## src/rtl/box_non_maximum_suppression_unit_defines.svh

```systemverilog
// Assertion helpers shared by the RTL of the box suppression unit.
// Each macro names the assertion, the clock, the active low reset, the
// condition that triggers the check, the expected consequence and a message.
`ifndef BOX_NON_MAXIMUM_SUPPRESSION_UNIT_DEFINES_SVH
`define BOX_NON_MAXIMUM_SUPPRESSION_UNIT_DEFINES_SVH

// Consequence must hold in the same cycle as the trigger.
`define BNMS_ASSERT_SAME(label, clk, rst_n, trig, cons, msg) \
	label: assert property (@(posedge clk) disable iff (!rst_n) (trig) |-> (cons)) \
		else $error(msg);

// Consequence must hold in the cycle after the trigger.
`define BNMS_ASSERT_NEXT(label, clk, rst_n, trig, cons, msg) \
	label: assert property (@(posedge clk) disable iff (!rst_n) (trig) |=> (cons)) \
		else $error(msg);

`endif

```

## src/rtl/bnms_pkg.sv

```systemverilog
// ----------------------------------------------------------------------------
// bnms_pkg
// Shared types and constants of the box suppression unit.
// ----------------------------------------------------------------------------
`default_nettype none

package bnms_pkg;

	localparam int MaxBoxesDefault = 64;
	localparam int SlotW           = 6;
	localparam logic [15:0] IouThresholdReset = 16'd3277;

	// One stored box as kept in the box memory.
	typedef struct packed {
		logic signed [17:0] left;
		logic signed [17:0] top;
		logic [15:0]        width;
		logic [15:0]        height;
		logic [15:0]        score;
		logic [7:0]         class_tag;
	} box_t;

	// The box that currently scans the later boxes, in edge form.
	typedef struct packed {
		logic signed [18:0] left;
		logic signed [18:0] top;
		logic signed [18:0] right;
		logic signed [18:0] bottom;
		logic [31:0]        area;
		logic [15:0]        score;
	} ibox_t;

	// Verdict of the overlap pipeline on one pair.
	typedef struct packed {
		logic        valid;
		logic        overlap;
		logic [15:0] score;
	} verdict_t;

endpackage

`default_nettype wire

```

## src/rtl/bnms_iou_pipe.sv

```systemverilog
// ----------------------------------------------------------------------------
// bnms_iou_pipe
// Six stage overlap test of the scanning box against one later box per cycle.
// ----------------------------------------------------------------------------
`default_nettype none

module bnms_iou_pipe
	import bnms_pkg::*;
#(
	parameter int IDX_W = 6
) (
	input  wire logic             clk,
	input  wire logic             arst_n,
	input  wire logic             flush,
	input  wire logic [15:0]      thr,
	input  wire ibox_t            bi,
	input  wire logic             v_s1,
	input  wire logic [IDX_W-1:0] j_s1,
	input  wire box_t             bj_s1,
	output verdict_t              verdict,
	output logic [IDX_W-1:0]      verdict_j,
	output logic                  busy
);

	logic signed [18:0] lj, tj, rj, bj;
	logic signed [18:0] x1_d, x2_d, y1_d, y2_d;

	logic v_s2, v_s3, v_s4, v_s5, v_s6;
	logic [IDX_W-1:0] j_s2, j_s3, j_s4, j_s5, j_s6;
	logic [15:0] s_s2, s_s3, s_s4, s_s5, s_s6;
	logic signed [18:0] x1_s2, x2_s2, y1_s2, y2_s2;
	logic [15:0] w_s2, h_s2, w_s3, h_s3, iw_s3, ih_s3;
	logic [31:0] inter_s4, aj_s4, inter_s5, inter_s6;
	logic [32:0] sum_d, uni_s5;
	logic uok_s5, uok_s6;
	logic [48:0] prod_s6;

	assign lj = 19'(bj_s1.left);
	assign tj = 19'(bj_s1.top);
	assign rj = lj + $signed({3'b000, bj_s1.width});
	assign bj = tj + $signed({3'b000, bj_s1.height});

	assign x1_d = (bi.left > lj) ? bi.left : lj;
	assign x2_d = (bi.right < rj) ? bi.right : rj;
	assign y1_d = (bi.top > tj) ? bi.top : tj;
	assign y2_d = (bi.bottom < bj) ? bi.bottom : bj;

	assign sum_d = {1'b0, bi.area} + {1'b0, aj_s4};

	always_ff @(posedge clk or negedge arst_n) begin
		if (!arst_n) begin
			v_s2 <= 1'b0;
			v_s3 <= 1'b0;
			v_s4 <= 1'b0;
			v_s5 <= 1'b0;
			v_s6 <= 1'b0;
		end else begin
			v_s2 <= v_s1 && !flush;
			v_s3 <= v_s2 && !flush;
			v_s4 <= v_s3 && !flush;
			v_s5 <= v_s4 && !flush;
			v_s6 <= v_s5 && !flush;
		end
	end

	always_ff @(posedge clk) begin
		j_s2  <= j_s1;
		s_s2  <= bj_s1.score;
		w_s2  <= bj_s1.width;
		h_s2  <= bj_s1.height;
		x1_s2 <= x1_d;
		x2_s2 <= x2_d;
		y1_s2 <= y1_d;
		y2_s2 <= y2_d;

		j_s3  <= j_s2;
		s_s3  <= s_s2;
		w_s3  <= w_s2;
		h_s3  <= h_s2;
		iw_s3 <= (x2_s2 > x1_s2) ? 16'(x2_s2 - x1_s2) : 16'd0;
		ih_s3 <= (y2_s2 > y1_s2) ? 16'(y2_s2 - y1_s2) : 16'd0;

		j_s4     <= j_s3;
		s_s4     <= s_s3;
		inter_s4 <= 32'(iw_s3) * 32'(ih_s3);
		aj_s4    <= 32'(w_s3) * 32'(h_s3);

		j_s5     <= j_s4;
		s_s5     <= s_s4;
		inter_s5 <= inter_s4;
		uok_s5   <= sum_d > {1'b0, inter_s4};
		uni_s5   <= sum_d - {1'b0, inter_s4};

		j_s6     <= j_s5;
		s_s6     <= s_s5;
		inter_s6 <= inter_s5;
		uok_s6   <= uok_s5;
		prod_s6  <= 49'(thr) * 49'(uni_s5);
	end

	assign verdict.valid   = v_s6;
	assign verdict.overlap = uok_s6 && ({1'b0, inter_s6, 16'd0} > prod_s6);
	assign verdict.score   = s_s6;
	assign verdict_j       = j_s6;
	assign busy            = v_s2 || v_s3 || v_s4 || v_s5;

endmodule

`default_nettype wire

```

## config.mk

```make
export PLATFORM = sky130hd
export DESIGN_NAME = bnms_iou_pipe
export DESIGN_NICKNAME = d
export VERILOG_FILES = /design/src/rtl/box_non_maximum_suppression_unit_defines.svh /design/src/rtl/bnms_pkg.sv /design/src/rtl/bnms_iou_pipe.sv
export SDC_FILE = /design/constraint.sdc
export NUM_CORES = 2
export LEC_CHECK = 0
export BUFFER_PORTS_ARGS = -buffer_cell sky130_fd_sc_hd__buf_2
export CORE_UTILIZATION = 50
export CTS_CLUSTER_SIZE = 28
export DETAILED_ROUTE_END_ITERATION = 10
export PLACE_DENSITY = 0.67
export SLEW_MARGIN = 25
export SYNTH_ARGS = -nofsm -noshare
export SYNTH_HDL_FRONTEND = slang
export SYNTH_SLANG_ARGS = --single-unit
```

## constraint.sdc

```tcl
create_clock -name clk -period 13.73 [get_ports clk]
set_clock_uncertainty 0.15 [all_clocks]
set_input_delay 2.0595 -clock clk [delete_from_list [all_inputs] [get_ports clk]]
set_output_delay 2.0595 -clock clk [all_outputs]
set_load 0.05 [all_outputs]
```

==> results.md <==
- Slew Viols, Final: 0
- Top delay family on crit path: adder cells
- Final WL: approximately 130000 um
- Non-filler instance count after layout: around 7.4k
- Initial Util: slightly above 50%
- H-tree levels: 2
- Total die area: approximately 0.11 mm^2
- Cell variety after synth: a little over 80
- Wirelength per Cell: approximately 17 um
- Gr usage total: approximately a quarter
- Critical Path AT: ~8.7 ns
- Most used cell, CP: fa_1
- RSZ-0062 raised after global routing: no
- Area Growth Syn to Fin: 7.85%
- DP HPWL: roughly 100000 um
- Worst-path clk slew: about 0.070 ns
- Synth area leader: fa_1
- Number of synthesized register bits: between 400 and 500
- Syn Std Cell Area: 0.0537 mm^2
- Placed Cells: about 7.3k
- ANT nets after route: 0
- Worst setup SP type: input pin
- Tcrit/Tclk final: between 60 and 70%
- Main synth FF type: dfxtp_1
- FP Rows: between 100 and 150
- Hold Vio Cnt, Final: 0
- CTS Sinks: roughly 500
- Die height: 330 um
- Crit path time final: 8.33 ns
- Register Area: ~0.01 mm^2
- Required @ worst endpoint: about 14 ns
- Post-CTS setup buffer count: 0
- FILL cells: between 9k and 10k
- Share of layout cells above drive strength 1: ~7%
- Core box area: roughly 0.11 mm^2
- DR DRC count: 0
- Most frequent cells in the layout: inv_1, fa_1, nand2_1, ha_1, dfxtp_1
- Grt ovf: 0
- CTS buffer count: 51
- Post-synth EDFFs: 0
- Via count: just under 40k
- Net count after synthesis: ~7.5k
- Post-synthesis cell count: just under 6k
- Fmax: about 0.12 GHz
- Initial antenna violation count: 12
- Worst Hold Class: reg2reg
- TritonCTS clock tree: built
- Setup_tns: 0 ns
- # hold bufs at CTS: 0
- Max_slew headroom: between 30% and 40%
- Number of max-cap violations: 0
- Maximum buffer depth of the clock tree: 3
- Seq/Total Area, Yosys: around a fifth
- Drt first pass iters: 6
- Vias in the first global route: ~40k
- Clk_lat worst skew: 0.62 ns
- Crit path largest cell delay: 0.60 ns
- Synth area leaders: fa_1, dfxtp_1, ha_1
- Synth warn: 0
- CTS-repair resized insts: 0
- IO Pins: between 200 and 300
- Largest net degree at the start of global routing: 34
- Starting DRC count in detailed routing: slightly below 2k
- Global-route wire length before repair: 211000 um
- Area of the multi-input gates: a little under 0.04 mm^2
- Crit path max-delay cell type: buf_2
- Crit Path Category: in2reg
- Clk root buf: clkbuf_16
- Max FO, Critical Path: 33
- Worst R2R Setup Slack: between 6 and 7 ns
- Most common cell after layout, fill and taps aside: inv_1
- Asr flop ratio synth: under 10%
- Status: finished, final reports clean
- Least-Margin Pin Slew: ~1.0 ns
- Die W: 330 um
- CP Capture Type: flop
- Syn Area/Cell: 9.22 um^2
- GPL Wtd Cong: around 0.94
- Vias per inst: between 5 and 6
- Nets: around 7.6k
- Final setup fails: 0
- Worst path bufs/invs: 4
- Crit path cell chain: buf_2 > nand2_1 > fa_1 > inv_1 > fa_1 > fa_1 > fa_1 > fa_1 > inv_1 > fa_1 > inv_1 > ha_1 > a21o_1 > a21o_1 > o41ai_1 > o2111ai_1 > o21ai_1 > nor2_1 > o21ai_1 > o21ai_0 > xnor2_1
- # port buffers: about 240
- Post-synth top area share: around 31%
==> metrics by stage <==
| stage | hold WS (ns) | area, um^2 | utilization (%) | setup slack [ns] |
|---|---|---|---|---|
| 6_report | 0.166 | 57900 | 54.7 | 5.40 |
| 5_1_grt | 0.174 | 57900 | 54.7 | 5.04 |
| 4_1_cts | 0.167 | 57800 | 54.6 | 5.45 |
| 3_5_place_dp | 0.162 | 56000 | 52.9 | 4.84 |
| 3_3_place_gp | 0.160 | 56000 | 52.9 | 4.86 |
| 2_1_floorplan | 0.160 | 53700 | - | 6.00 |
==> path summary, 6_finish.rpt <==
path                                    start                   to  cells after the start
max                                    thr[7]  prod_s6[45]$_DFF_P_                     21
min                          s_s5[14]$_DFF_P_     s_s6[14]$_DFF_P_                      0
max reg2reg                uni_s5[10]$_DFF_P_  prod_s6[32]$_DFF_P_                     18
min reg2reg                  s_s5[14]$_DFF_P_     s_s6[14]$_DFF_P_                      0
max in group asynchronous              arst_n       v_s3$_DFF_PN0_                      1
min in group asynchronous              arst_n       v_s6$_DFF_PN0_                      1
==> cell type report <==
type	count	share of cell area [%]
Multi-Input combinational cell	3969	66.7
Sequential cell	499	17.3
Inverter	1163	7.54
Tap cell	1391	3.01
Clock buffer	62	2.38
Timing Repair Buffer	250	2.20
Clock inverter	32	0.880
Antenna cell	3	0.0130
==> Yosys cell counts, drive strengths merged, types with 36 or more instances <==
| library cell | number |
|---|---|
| nand4 | 45 |
| nand2 | 756 |
| nand3 | 60 |
| and2 | 404 |
| nor3 | 57 |
| nor2 | 132 |
| ha | 569 |
| inv | 1163 |
| xor2 | 70 |
| a21oi | 207 |
| o21ai | 121 |
| clkbuf | 177 |
| mux2 | 42 |
| xnor2 | 129 |
| fa | 826 |
| a21o | 153 |
| dfxtp | 494 |
| nor2b | 36 |
==> flip-flops by register name (all words and copies together) (netlist names), 19 cells and up <==
register / cells
prod_s6: 49
uni_s5: 33
aj_s4: 32
inter_s4: 32
inter_s5: 32
inter_s6: 32
x1_s2: 19
x2_s2: 19
y1_s2: 19
y2_s2: 19
==> metal layers <==
| layer | vias to the layer above | GRT usage [%] | wire (um) | part of all wire, % |
|---|---|---|---|---|
| li1 | 18380 | - | - | - |
| met1 | 18892 | 31.7 | 54700 | 43 |
| met2 | 1119 | 40.1 | 58500 | 46 |
| met3 | 248 | 4.84 | 8710 | 6.8 |
| met5 | - | 0 | 114 | 0.090 |
| met4 | 18 | 9.43 | 5150 | 4.1 |
==> logic make-up after synthesis <==
logic type / Yosys count / share of synthesized area, %
simple gates: 1587 / 14.2
fa+ha+maj: 1395 / 44.1
buf+inv: 1350 / 9.47
compound gates: 711 / 8.80
flops: 499 / 18.7
xor+xnor: 199 / 3.25
mux: 77 / 1.53
Power is not shown: default switching activity piles up to over one toggle a cycle in this logic, so the estimate is an artifact.
